`config.mk`:
```
export PLATFORM = sky130hd
export DESIGN_NAME = rasm_fifo
export DESIGN_NICKNAME = d
export VERILOG_FILES = /design/src/rtl/core/rasm_pkg.sv /design/src/rtl/core/rasm_fifo.sv
export SDC_FILE = /design/constraint.sdc
export NUM_CORES = 1
export LEC_CHECK = 0
export ABC_AREA = 1
export BUFFER_PORTS_ARGS = -buffer_cell sky130_fd_sc_hd__buf_2
export CAP_MARGIN = 20
export CORE_ASPECT_RATIO = 0.6
export CORE_UTILIZATION = 52
export CTS_CLUSTER_DIAMETER = 150
export DETAILED_ROUTE_END_ITERATION = 10
export HOLD_SLACK_MARGIN = 0.15
export PLACE_DENSITY = 0.76
export SYNTH_ARGS = -nofsm -noshare
export SYNTH_HDL_FRONTEND = slang
export SYNTH_SLANG_ARGS = --single-unit
```
`constraint.sdc`:
```
create_clock -name clk -period 3.9 [get_ports clk]
set_input_delay 0.39 -clock clk [delete_from_list [all_inputs] [get_ports clk]]
set_output_delay 0.39 -clock clk [all_outputs]
set_load 0.01 [all_outputs]
```
`src/rtl/core/rasm_pkg.sv`:
```
`timescale 1ns / 1ps

package rasm_pkg;

  // Operand and result widths fixed by the item format.
  localparam int unsigned OPERAND_BITS = 30;
  localparam int unsigned MODREG_BITS  = 10;
  localparam int unsigned WEIGHT_BITS  = 30;
  localparam int unsigned RANGE_BITS   = 31;
  localparam int unsigned MAX_MODULI   = 3;

  // Configuration register indexes.
  localparam logic [2:0] CFG_MODULUS_0   = 3'd0;
  localparam logic [2:0] CFG_MODULUS_1   = 3'd1;
  localparam logic [2:0] CFG_MODULUS_2   = 3'd2;
  localparam logic [2:0] CFG_WEIGHT_0    = 3'd3;
  localparam logic [2:0] CFG_WEIGHT_1    = 3'd4;
  localparam logic [2:0] CFG_WEIGHT_2    = 3'd5;
  localparam logic [2:0] CFG_RANGE       = 3'd6;

  // Operation codes as they arrive on the input side.
  typedef enum logic [1:0] {
    OP_ADD  = 2'd0,
    OP_SUB  = 2'd1,
    OP_MUL  = 2'd2,
    OP_NONE = 2'd3
  } op_t;

  // One queued work item.
  typedef struct packed {
    op_t                     op;
    logic [OPERAND_BITS-1:0] a;
    logic [OPERAND_BITS-1:0] b;
  } item_t;

endpackage

```
`src/rtl/core/rasm_fifo.sv`:
```
`timescale 1ns / 1ps

module rasm_fifo (
  input  logic            clk,
  input  logic            rst,
  input  logic            push_valid,
  output logic            push_ready,
  input  rasm_pkg::item_t push_item,
  output logic            pop_valid,
  input  logic            pop_ready,
  output rasm_pkg::item_t pop_item
);

  rasm_pkg::item_t mem [4];
  logic [1:0]      wr_ptr;
  logic [1:0]      rd_ptr;
  logic [2:0]      count;
  logic            do_push;
  logic            do_pop;

  assign push_ready = (count != 3'd4);
  assign pop_valid  = (count != 3'd0);
  assign pop_item   = mem[rd_ptr];
  assign do_push    = push_valid && push_ready;
  assign do_pop     = pop_valid && pop_ready;

  // Storage for queued items.
  always_ff @(posedge clk) begin
    if (do_push) begin
      mem[wr_ptr] <= push_item;
    end
  end

  // Pointers and fill level.
  always_ff @(posedge clk) begin
    if (rst) begin
      wr_ptr <= '0;
      rd_ptr <= '0;
      count  <= '0;
    end else begin
      if (do_push) begin
        wr_ptr <= wr_ptr + 2'd1;
      end
      if (do_pop) begin
        rd_ptr <= rd_ptr + 2'd1;
      end
      if (do_push && !do_pop) begin
        count <= count + 3'd1;
      end else if (do_pop && !do_push) begin
        count <= count - 3'd1;
      end
    end
  end

endmodule

```
## After elaboration in Yosys (flattened, before gate mapping)

Memory sizes are Yosys's and may differ from the RTL's. A register that Yosys moved wholly into a read port is not among the register bits.
Cells that the tools add are included.

| word-level totals | value |
|---|---|
| flip-flop bits (word level) | 7 |
| RAM bits | 248 |
| input port bits | 66 |
| memories | 1 |

Memory list:

| name | depth | bits a word | rd ports | clocked after memory_dff | wr ports | RTL line | text |
|---|---|---|---|---|---|---|---|
| mem | 4 | 62 | 1 | 1 | 1 | rasm_fifo.sv:14 | `rasm_pkg::item_t mem [4];` |

| cells by class | value |
|---|---|
| $add $sub $neg | 4 |
| eq/ne operators | 1 |
| multiplexer cells | 6 |
| reductions and logical operators | 8 |

Operators with widths:

| cell | count |
|---|---|
| $mux W3 | 2 |
| $add A2 B1 Y2 const B | 2 |
| $logic_and A1 B1 Y1 | 4 |
| $mux W2 | 2 |
| $add A3 B1 Y3 const B | 1 |
| $ne A3 B3 Y1 const B | 1 |
| $reduce_bool A3 Y1 | 1 |
| $sub A3 B1 Y3 const B | 1 |
| $logic_not A1 Y1 | 2 |
| $mux W1 | 2 |
| $reduce_bool A2 Y1 | 1 |

## Logic depth before layout (Yosys ltp)

Gate-level depths: netlist of run 1.

| logic depth | value |
|---|---|
| word-level depth | 6 |
| gate-level depth with buffers | 13 |

## Worst setup path after synthesis of run 1

No wires, ideal clock.

| timing | value |
|---|---|
| path kind | register to register |
| start | register count[0] |
| end | memory mem[0][0] (netlist name) (enable) |
| library setup time | 0.482 ns |
| data arrival time | 3.324 ns |
| data required time | 3.418 ns |
| path slack | 0.094 ns |
| stages on the path, launching flop included | 5 |
| buffers on the path | 0 |
| period minus slack after synthesis | 3.806 ns |
| path through | dfxtp_1 > nor2_1 > nand2_1 > nand2_1 > nor2_1 |

| on the way | value |
|---|---|
| cells in the longest elaborated chain, start to end | 4 |

RTL lines:

| item | RTL line | text |
|---|---|---|
| start, declared | rasm_fifo.sv:17 | `logic [2:0] count;` |
| start signal, assigned | rasm_fifo.sv:48 | `count <= count + 3'd1;` |
| start signal, assigned | rasm_fifo.sv:50 | `count <= count - 3'd1;` |
| $ne A3 B3 Y1 | rasm_fifo.sv:21 | `assign push_ready = (count != 3'd4);` |
| named net push_ready | rasm_fifo.sv:7 | `output logic push_ready,` |
| $logic_and A1 B1 Y1 | rasm_fifo.sv:24 | `assign do_push = push_valid && push_ready;` |
| $mux W1 | rasm_fifo.sv:29 | `if (do_push) begin` |
| $mux W1 (implied by the code) | rasm_fifo.sv:30 | `mem[wr_ptr] <= push_item;` |
| end, declared | rasm_fifo.sv:14 |  |

The timed path passes the listed nets, and every way through them passes these cells.

==> results.toml, run 1 <==
[power]
swShare_pct = 30.89
p_comb_share_pct = 25.8
p_int_mw = 5.318
ir_worst_vdd_uv = 394.5
p_clk_share_pct = 28.5
power.density_mw_per_mm2 = 620.4
p_leak_nw = 4.331
seqPwrFrac_pct = 45.7
power.net_switching_mw = 2.377

[worst_setup_path]
crit_arrival_ps = 2630
startpoint_type = "flop"
cpMaxStageDelayCell = "dfxtp_4"
cp.required_ps = 3510
critPathMaxStageDelay_ps = 890
critPathKind = "flop to output port"
worst-path-max-fanout = 124
end_kind = "output port"
cp_cell_sequence = "inv_8 -> o21ai_0 -> o22ai_2 -> buf_2"

[logic_synthesis]
ys.flop_type = "edfxtp_1"
synth_fp_nets = 740
async_flop_share_pct = 0
yosysSeqAreaShare_pct = 74.37
synth_area_mm2 = 0.01026
synth_cells = 668
synth.ff_latch_count = 257
synth_edf_count = 248
yosysWarnings = 0
synth.distinct_cells = 23
synth.avg_cell_area_um2 = 15.35

[sta]
rsz0062_at_grt = "no"
layout_setup_ws_ps = 884.5
finalCritPeriodShare_pct = 77.32
clock.fmax_mhz = 331.6
finClkSkew_ps = 7.524
tightest_slew_ps = 980.8
setup_violations = 0
setup_tns_ps = 0
fin_crit_ps = 3016
hold_viol_final = 0
slew_violations = 0
slew_headroom_pct = 34.62

[global_route]
grt_remaining_overflow = 0
grt_max_degree = 125
grt_pass1_wl_um = 33490
antenna_found_initial = 0
grt_pass1_vias = 6453
grt_usage_pct = 21.31

[clock_tree]
cts.htree.levels = 1
clk_latency_ps = 510
cts_sinks = 257
cts_buffers = 24
ctsResizeCount = 0
cts-root-buf = "clkbuf_16"
cts_max_path_buffers = 3
cts_setup_buffers = 0
clk_pin_slew_worst_paths_ps = 70
cts_tree = "yes"

[finish]
nNetsFinal = 927
final_common_cell = "edfxtp_1"
drive_gt1_share_pct = 34.14
num_antenna_cells = 0
mostFrequentLayoutCells = "edfxtp_1, buf_2, o21ai_0"
syn2layout_area_growth_pct = 20.93

[die]
io_pins = 130
die-area_mm2 = 0.02031
fp.dieW_um = 183.3
row_count = 39
die_h_um = 110.8
start_util_pct = 53.48
core_area_mm2 = 0.01918

[place]
place_ws_ps = 1374
port_buffers = 129
dp_hpwl_um = 11450
place_congestion = 0.7674

[run]
maxCapViolCount = 0

[route]
routed_wl_um = 21380
ant_nets = 0
route.detailed.drc = 0
vias = 6175
viasPerCell = 5.421
firstDrtPassIters = 4
wl_per_cell_um = 18.77
drtIter0Drc = 398

[status]
status = "finished, final reports clean"

[worst_hold_path]
hp-class = "input port to flop"
==> layer usage <==
| metal | vias up | global-route usage, % | wire length, µm |
|---|---|---|---|
| met4 | 0 | 5.000 | 431 |
| met3 | 37 | 4.665 | 1492 |
| li1 | 2862 | - | - |
| met2 | 213 | 36.48 | 10360 |
| met5 | - | 0 | 0 |
| met1 | 3063 | 27.87 | 9091 |
==> per-stage QoR <==
step | std cells | hold WS [ps] | util, % | area (µm²) | total power, mW
final | 1139 | 195.4 | 64.68 | 12400 | 7.695
after global routing | 1139 | 197.3 | 64.68 | 12400 | 8.064
after CTS | 1138 | 171.4 | 64.57 | 12380 | 7.740
after detailed placement | 1031 | 487.4 | 57.44 | 11020 | 5.507
after global placement | 1031 | 470.2 | 57.44 | 11020 | 5.415
after floorplan | 668 | 459.1 | - | 10260 | 4.921
==> cell usage after synthesis, types with 3 or more instances <==
| cell type | number | area share (%) |
|---|---|---|
| a21oi_1 | 3 | 0.15 |
| buf_12 | 7 | 1.4 |
| buf_2 | 21 | 1.0 |
| clkbuf_1 | 3 | 0.11 |
| clkbuf_2 | 7 | 0.34 |
| dfxtp_1 | 9 | 1.8 |
| edfxtp_1 | 248 | 73 |
| ha_1 | 5 | 0.61 |
| inv_1 | 14 | 0.51 |
| nand2_1 | 15 | 0.55 |
| nand3_1 | 4 | 0.20 |
| nor2_1 | 78 | 2.9 |
| nor2_2 | 60 | 3.7 |
| o21ai_0 | 112 | 5.5 |
| o21ai_1 | 13 | 0.63 |
| o22ai_2 | 60 | 7.3 |
==> flip-flops by register name (all words and copies together) (netlist names), named ones only <==
name,flops
count,3
mem,248
rd_ptr,2
wr_ptr,2
==> cells by family after synthesis <==
family                     after synthesis  synth area share, %
buffers and inverters                   56                3.721
AOI/OAI and AO/OA                      190                13.69
and+or+nand+nor                        158                7.332
adders and majority gates                6               0.8052
DFF                                    257                74.37
xor gates and xnor gates                 1              0.08541
==> power by group through the flow <==
| stage | clock [mW] | combinational [mW] | sequential (mW) |
|---|---|---|---|
| global route | 2.35 | 2.17 | 3.55 |
| global placement | 0 | 1.86 | 3.56 |
| finish | 2.19 | 1.99 | 3.51 |
| detailed placement | 0 | 1.93 | 3.57 |
| floorplan | 0 | 1.43 | 3.50 |
| CTS | 2.23 | 2.00 | 3.52 |
==> critical path: cells and delay by family (launching register included) <==
| family | cells | cell delay [ps] |
|---|---|---|
| buf+inv | 2 | 620 |
| compound gates | 2 | 530 |
| flops | 1 | 890 |
==> worst paths after layout <==
check,cells past startpoint,slack (ps),end,startpoint
max reg2reg,5,1390,mem[2][24]$_DFFE_PP_,count[0]$_SDFFE_PP0P_
min reg2reg,2,500,flop,rd_ptr[0]$_SDFFE_PP0P_
min,3,200,flop,pop_ready
max,4,880,pop_item[17],flop
==> repair_timing <==
item,4_1_cts,5_1_grt
hold buffers,63,0
setup endpoints to repair,0,0
endpoints found under the hold margin,253,0
==> final cells by class <==
class,instances,area [µm²]
flip-flops and latches,257,7632
fillers,1337,6774
multi-input cells,355,2277
repair buffers,201,1356
clock buffers,30,644.4
well taps,266,332.8
clock inverters,14,92.59
inverters,16,67.56
No activity file was read; power rests on OpenSTA's default activity.
==> run 2, diff against run 1 <==
- ABC_AREA: 1 -> 0
- PLACE_DENSITY: 0.76 -> 0.73
- clock period: 3.9 -> 3.15 ns (I/O delays scaled with it)
==> results.toml, run 2 <==
[route]
wl_per_cell_um = 20.96
viasPerCell = 5.458
drtIter0Drc = 397
ant_nets = 0
vias = 4568
routed_wl_um = 17540
firstDrtPassIters = 4
route.detailed.drc = 0

[clock_tree]
clk_latency_ps = 500
cts_max_path_buffers = 3
holdBufCountCts = 63
cts_setup_buffers = 0
cts.htree.levels = 1
cts_buffers = 24
cts-root-buf = "clkbuf_16"
clk_pin_slew_worst_paths_ps = 60
cts_sinks = 257
cts_tree = "yes"
ctsResizeCount = 0

[power]
p_leak_nw = 4.052
power.density_mw_per_mm2 = 793.2
ir_worst_vdd_uv = 454.4
power_mw = 9.393

[finish]
final_common_cell = "edfxtp_1"
syn2layout_area_growth_pct = 24.90
top_regs = "mem (248), count (3)"
nNetsFinal = 655
top_register = "mem"
fin_cells = 837
largest_reg_flops = 248
mostFrequentLayoutCells = "edfxtp_1, buf_2, dlygate4sd3_1"
drive_gt1_share_pct = 40.27

[status]
status = "finished, final reports clean"

[global_route]
use_met2_pct = 29.78
grt_usage_pct = 19.71
grt_remaining_overflow = 0
grt_max_degree = 42
use_met1_pct = 29.38
grt_pass1_wl_um = 27540
grt_busiest_layer = "met2"
grt_pass1_vias = 4850
antenna_found_initial = 2
gr-usage-met3_pct = 4.823

[logic_synthesis]
synth_area_mm2 = 0.009482
netlist.area_leader.share_pct = 78.54
async_flop_share_pct = 0
yosysSeqAreaShare_pct = 80.44
synth.avg_cell_area_um2 = 25.49
synth.distinct_cells = 24
synthTopCellsByArea = "edfxtp_1, mux4_2, dfxtp_1"
synth_top_cell_by_area = "edfxtp_1"
synth_fp_nets = 444
synth_cells = 372
synth.ff_latch_count = 257
synth.most_common_cell = "edfxtp_1"
ys.flop_type = "edfxtp_1"
synth_edf_count = 248
yosysWarnings = 0
synth_common_cells = "edfxtp_1, mux4_2, dfxtp_1"

[place]
place_congestion = 0.7471
dp_hpwl_um = 10280
port_buffers = 129
dp.cells = 728

[worst_setup_path]
critPathMaxStageDelay_ps = 700
startpoint_type = "flop"
cpMaxStageDelayCell = "dfxtp_4"
path_buf_inv = 2
cp_cell_sequence = "buf_4 -> mux4_2 -> buf_2"
crit_arrival_ps = 2320
critPathKind = "flop to output port"
cp.required_ps = 2830
worst-path-max-fanout = 26
end_kind = "output port"
crit_family = "flip-flops"

[die]
io_pins = 130
start_util_pct = 54.18
die_h_um = 106.6
die-area_mm2 = 0.01880
fp.dieW_um = 176.3
row_count = 37
core_area_mm2 = 0.01750

[sta]
setup_violations = 0
setup_tns_ps = 0
finClkSkew_ps = 7.794
finalCritPeriodShare_pct = 83.60
rsz0062_at_grt = "no"
fin_crit_ps = 2633
slew_headroom_pct = 60.82
tightest_slew_ps = 587.7
slew_violations = 0
hold_viol_final = 0
clock.fmax_mhz = 379.8

[worst_hold_path]
hp-class = "input port to flop"

[run]
maxCapViolCount = 0
==> run 2: cell types whose count changed after synthesis, sizes merged, moves of 3 or more <==
cell / delta
nor2: -130
o22ai: -62
and2: +4
nand2: -14
xor2: +3
nand3: -4
mux4: +62
clkbuf: -8
o21ai: -124
inv: -13
buf: -17
==> run 2: cell type report <==
class | instances | area, µm²
Antenna cell | 2 | 5.005
Inverter | 3 | 11.26
Tap cell | 234 | 292.8
Fill cell | 1117 | 5657
Clock buffer | 28 | 636.9
Sequential cell | 257 | 7632
Clock inverter | 16 | 181.4
Timing Repair Buffer | 200 | 1399
Multi-Input combinational cell | 97 | 1684
==> run 2: cell families (layout without fill, tap and decap cells) <==
group / Yosys count / count (layout) / synth area share (%)
xor+xnor: 4 / 4 / 0.3695
buf+inv: 18 / 247 / 1.900
simple gates: 17 / 17 / 0.8840
compound gates: 5 / 5 / 0.3958
fa+ha+maj: 6 / 6 / 0.8710
other cells: 0 / 2 / 0
flops: 257 / 257 / 80.44
mux: 65 / 65 / 15.14
==> run 2: routing by layer <==
layer	share of wire [%]	up-vias
met2	45	162
met4	1.5	0
met5	0	-
met1	46	2377
li1	-	2002
met3	7.5	27
==> run 2: worst paths after layout <==
kind,end,start,cells past startpoint,slack [ps]
setup reg to reg,count[2]$_SDFFE_PP0P_,count[0]$_SDFFE_PP0P_,8,870
setup / recovery,pop_item[55],flop,3,520
hold reg to reg,flop,rd_ptr[0]$_SDFFE_PP0P_,2,550
hold / removal,flop,pop_ready,4,260
==> run 2: tightest hold or removal path, cell delays in order <==
cell     delay [ps]
buf_2           120
o31ai_1         110
xor2_1          100
nor2_1           80
==> run 2: power by group <==
group	internal, mW	switching, mW
registers	4.15	0.187
clock network	1.78	1.18
logic	1.06	1.04
==> run 2: through the flow <==
step	util (%)	worst slack (ps)	hold WS, ps	area (µm²)
after floorplan	-	458.0	413.9	9482
after global placement	59.37	1005	494.0	10390
after detailed placement	59.37	878.6	527.2	10390
after CTS	67.65	426.2	232.1	11840
after global routing	67.67	331.3	259.7	11840
final	67.67	516.7	257.2	11840
==> run 3, diff against run 2 <==
- CORE_UTILIZATION: 52 -> 51
- PLACE_DENSITY: 0.73 -> 0.75
- clock period: 3.15 -> 2.35 ns (I/O delays scaled with it)
==> results.toml, run 3 (synthesized netlist as in run 2, its figures left out) <==
[worst_hold_path]
hold_start = "pop_ready"
hp-class = "input port to flop"

[die]
die-area_mm2 = 0.01916
core_area_mm2 = 0.01811
start_util_pct = 52.34
row_count = 38
die_h_um = 107.6
fp.dieW_um = 178.0
io_pins = 130

[finish]
final_common_cell = "edfxtp_1"
top_register = "mem"
largest_reg_flops = 248
final_area_mm2 = 0.01190
mostFrequentLayoutCells = "edfxtp_1, buf_2, dlygate4sd3_1"
top_regs = "mem (248), count (3)"
syn2layout_area_growth_pct = 25.49
multi_input_area_mm2 = 0.001687
nNetsFinal = 665
nFillCells = 1169
seq_area_mm2 = 0.007632
drive_gt1_share_pct = 40.23

[status]
status = "finished, final reports clean"

[worst_setup_path]
startpoint_type = "flop"
cp.required_ps = 2120
timing.rr.start = "count[1]$_SDFFE_PP0P_"
end_kind = "output port"
critPathKind = "flop to output port"
worst-path-max-fanout = 22
crit_arrival_ps = 1950

[place]
place_area_mm2 = 0.01048
place_congestion = 0.7435
dp_hpwl_um = 10180
port_buffers = 129

[route]
firstDrtPassIters = 4
vias = 4531
routed_wl_um = 17390
route.detailed.drc = 0
ant_nets = 0
viasPerCell = 5.331
wl_per_cell_um = 20.45
drtIter0Drc = 329

[power]
p_leak_nw = 4.070
power.density_mw_per_mm2 = 1046
ir_worst_vdd_uv = 558.3

[sta]
tightest_slew_ps = 476.0
slew_violations = 0
finClkSkew_ps = 6.667
fin_crit_ps = 2180
setup_violations = 0
clock.fmax_mhz = 458.7
finalCritPeriodShare_pct = 92.78
rsz0062_at_grt = "no"
setup_tns_ps = 0
hold_viol_final = 0
slew_headroom_pct = 68.27

[clock_tree]
cts_tree = "yes"
cts_sinks = 257
clk_pin_slew_worst_paths_ps = 60
cts-root-buf = "clkbuf_16"
cts_buffers = 24
cts_max_path_buffers = 3
clk_latency_ps = 500
cts.htree.levels = 1

[global_route]
grt_remaining_overflow = 0
grt_max_degree = 32
grt_pass1_wl_um = 27100
grt_pass1_vias = 4918
antenna_found_initial = 2
grt_usage_pct = 19.01

[run]
maxCapViolCount = 0
-- run 3: worst paths after layout --
path / to / slack, ps / depth (start not counted)
max: pop_item[29] / 170 / 3
min: rd_ptr[0]$_SDFFE_PP0P_ / 140 / 4
max reg2reg: count[2]$_SDFFE_PP0P_ / 220 / 7
min reg2reg: rd_ptr[1]$_SDFFE_PP0P_ / 540 / 2
-- run 3: per-stage QoR --
step,hold WS (ps),cells,utilization [%],power [mW],worst slack (ps)
finish,141.3,850,65.69,12.45,169.7
global route,146.1,850,65.69,13.01,71.21
CTS,161.7,849,65.64,12.58,126.4
detailed placement,452.3,740,57.83,8.753,146.1
global placement,443.5,740,57.83,8.675,302.5
floorplan,333.9,372,-,7.784,327.0
-- run 3: worst max-delay path: stages (launching register included) --
cell	delay (ps)
dfxtp_4	440
buf_12	240
mux4_2	580
buf_2	170
-- run 3: area by class of cell --
class	count	area share, %
diodes	1	0.02103
clock buffers	34	5.542
clock inverters	8	0.7781
inverters	3	0.09464
multi-input cells	97	14.17
flip-flops and latches	257	64.14
well taps	240	2.524
repair buffers	210	12.72
-- run 3: timing repair --
action	CTS	global route
hold buffers	64	0
resized for setup	0	1
setup endpoints to repair	18	1
setup buffers	3	0
endpoints found under the hold margin	255	0
-- run 3: where the power goes --
part           total [mW]  switching [mW]  internal (mW)
sequential           5.74           0.171           5.57
combinational        3.02            1.49           1.52
clock                3.70            1.52           2.17
total                12.4            3.19           9.26
-- run 3: metal layers --
layer  GRT usage, %  wire length [µm]  vias to the layer above
li1               -                 -                     2026
met1          26.49              7644                     2334
met2          29.85              8166                      157
met3          6.356              1473                       12
met4          3.114                88                        2
met5              0                13                        -
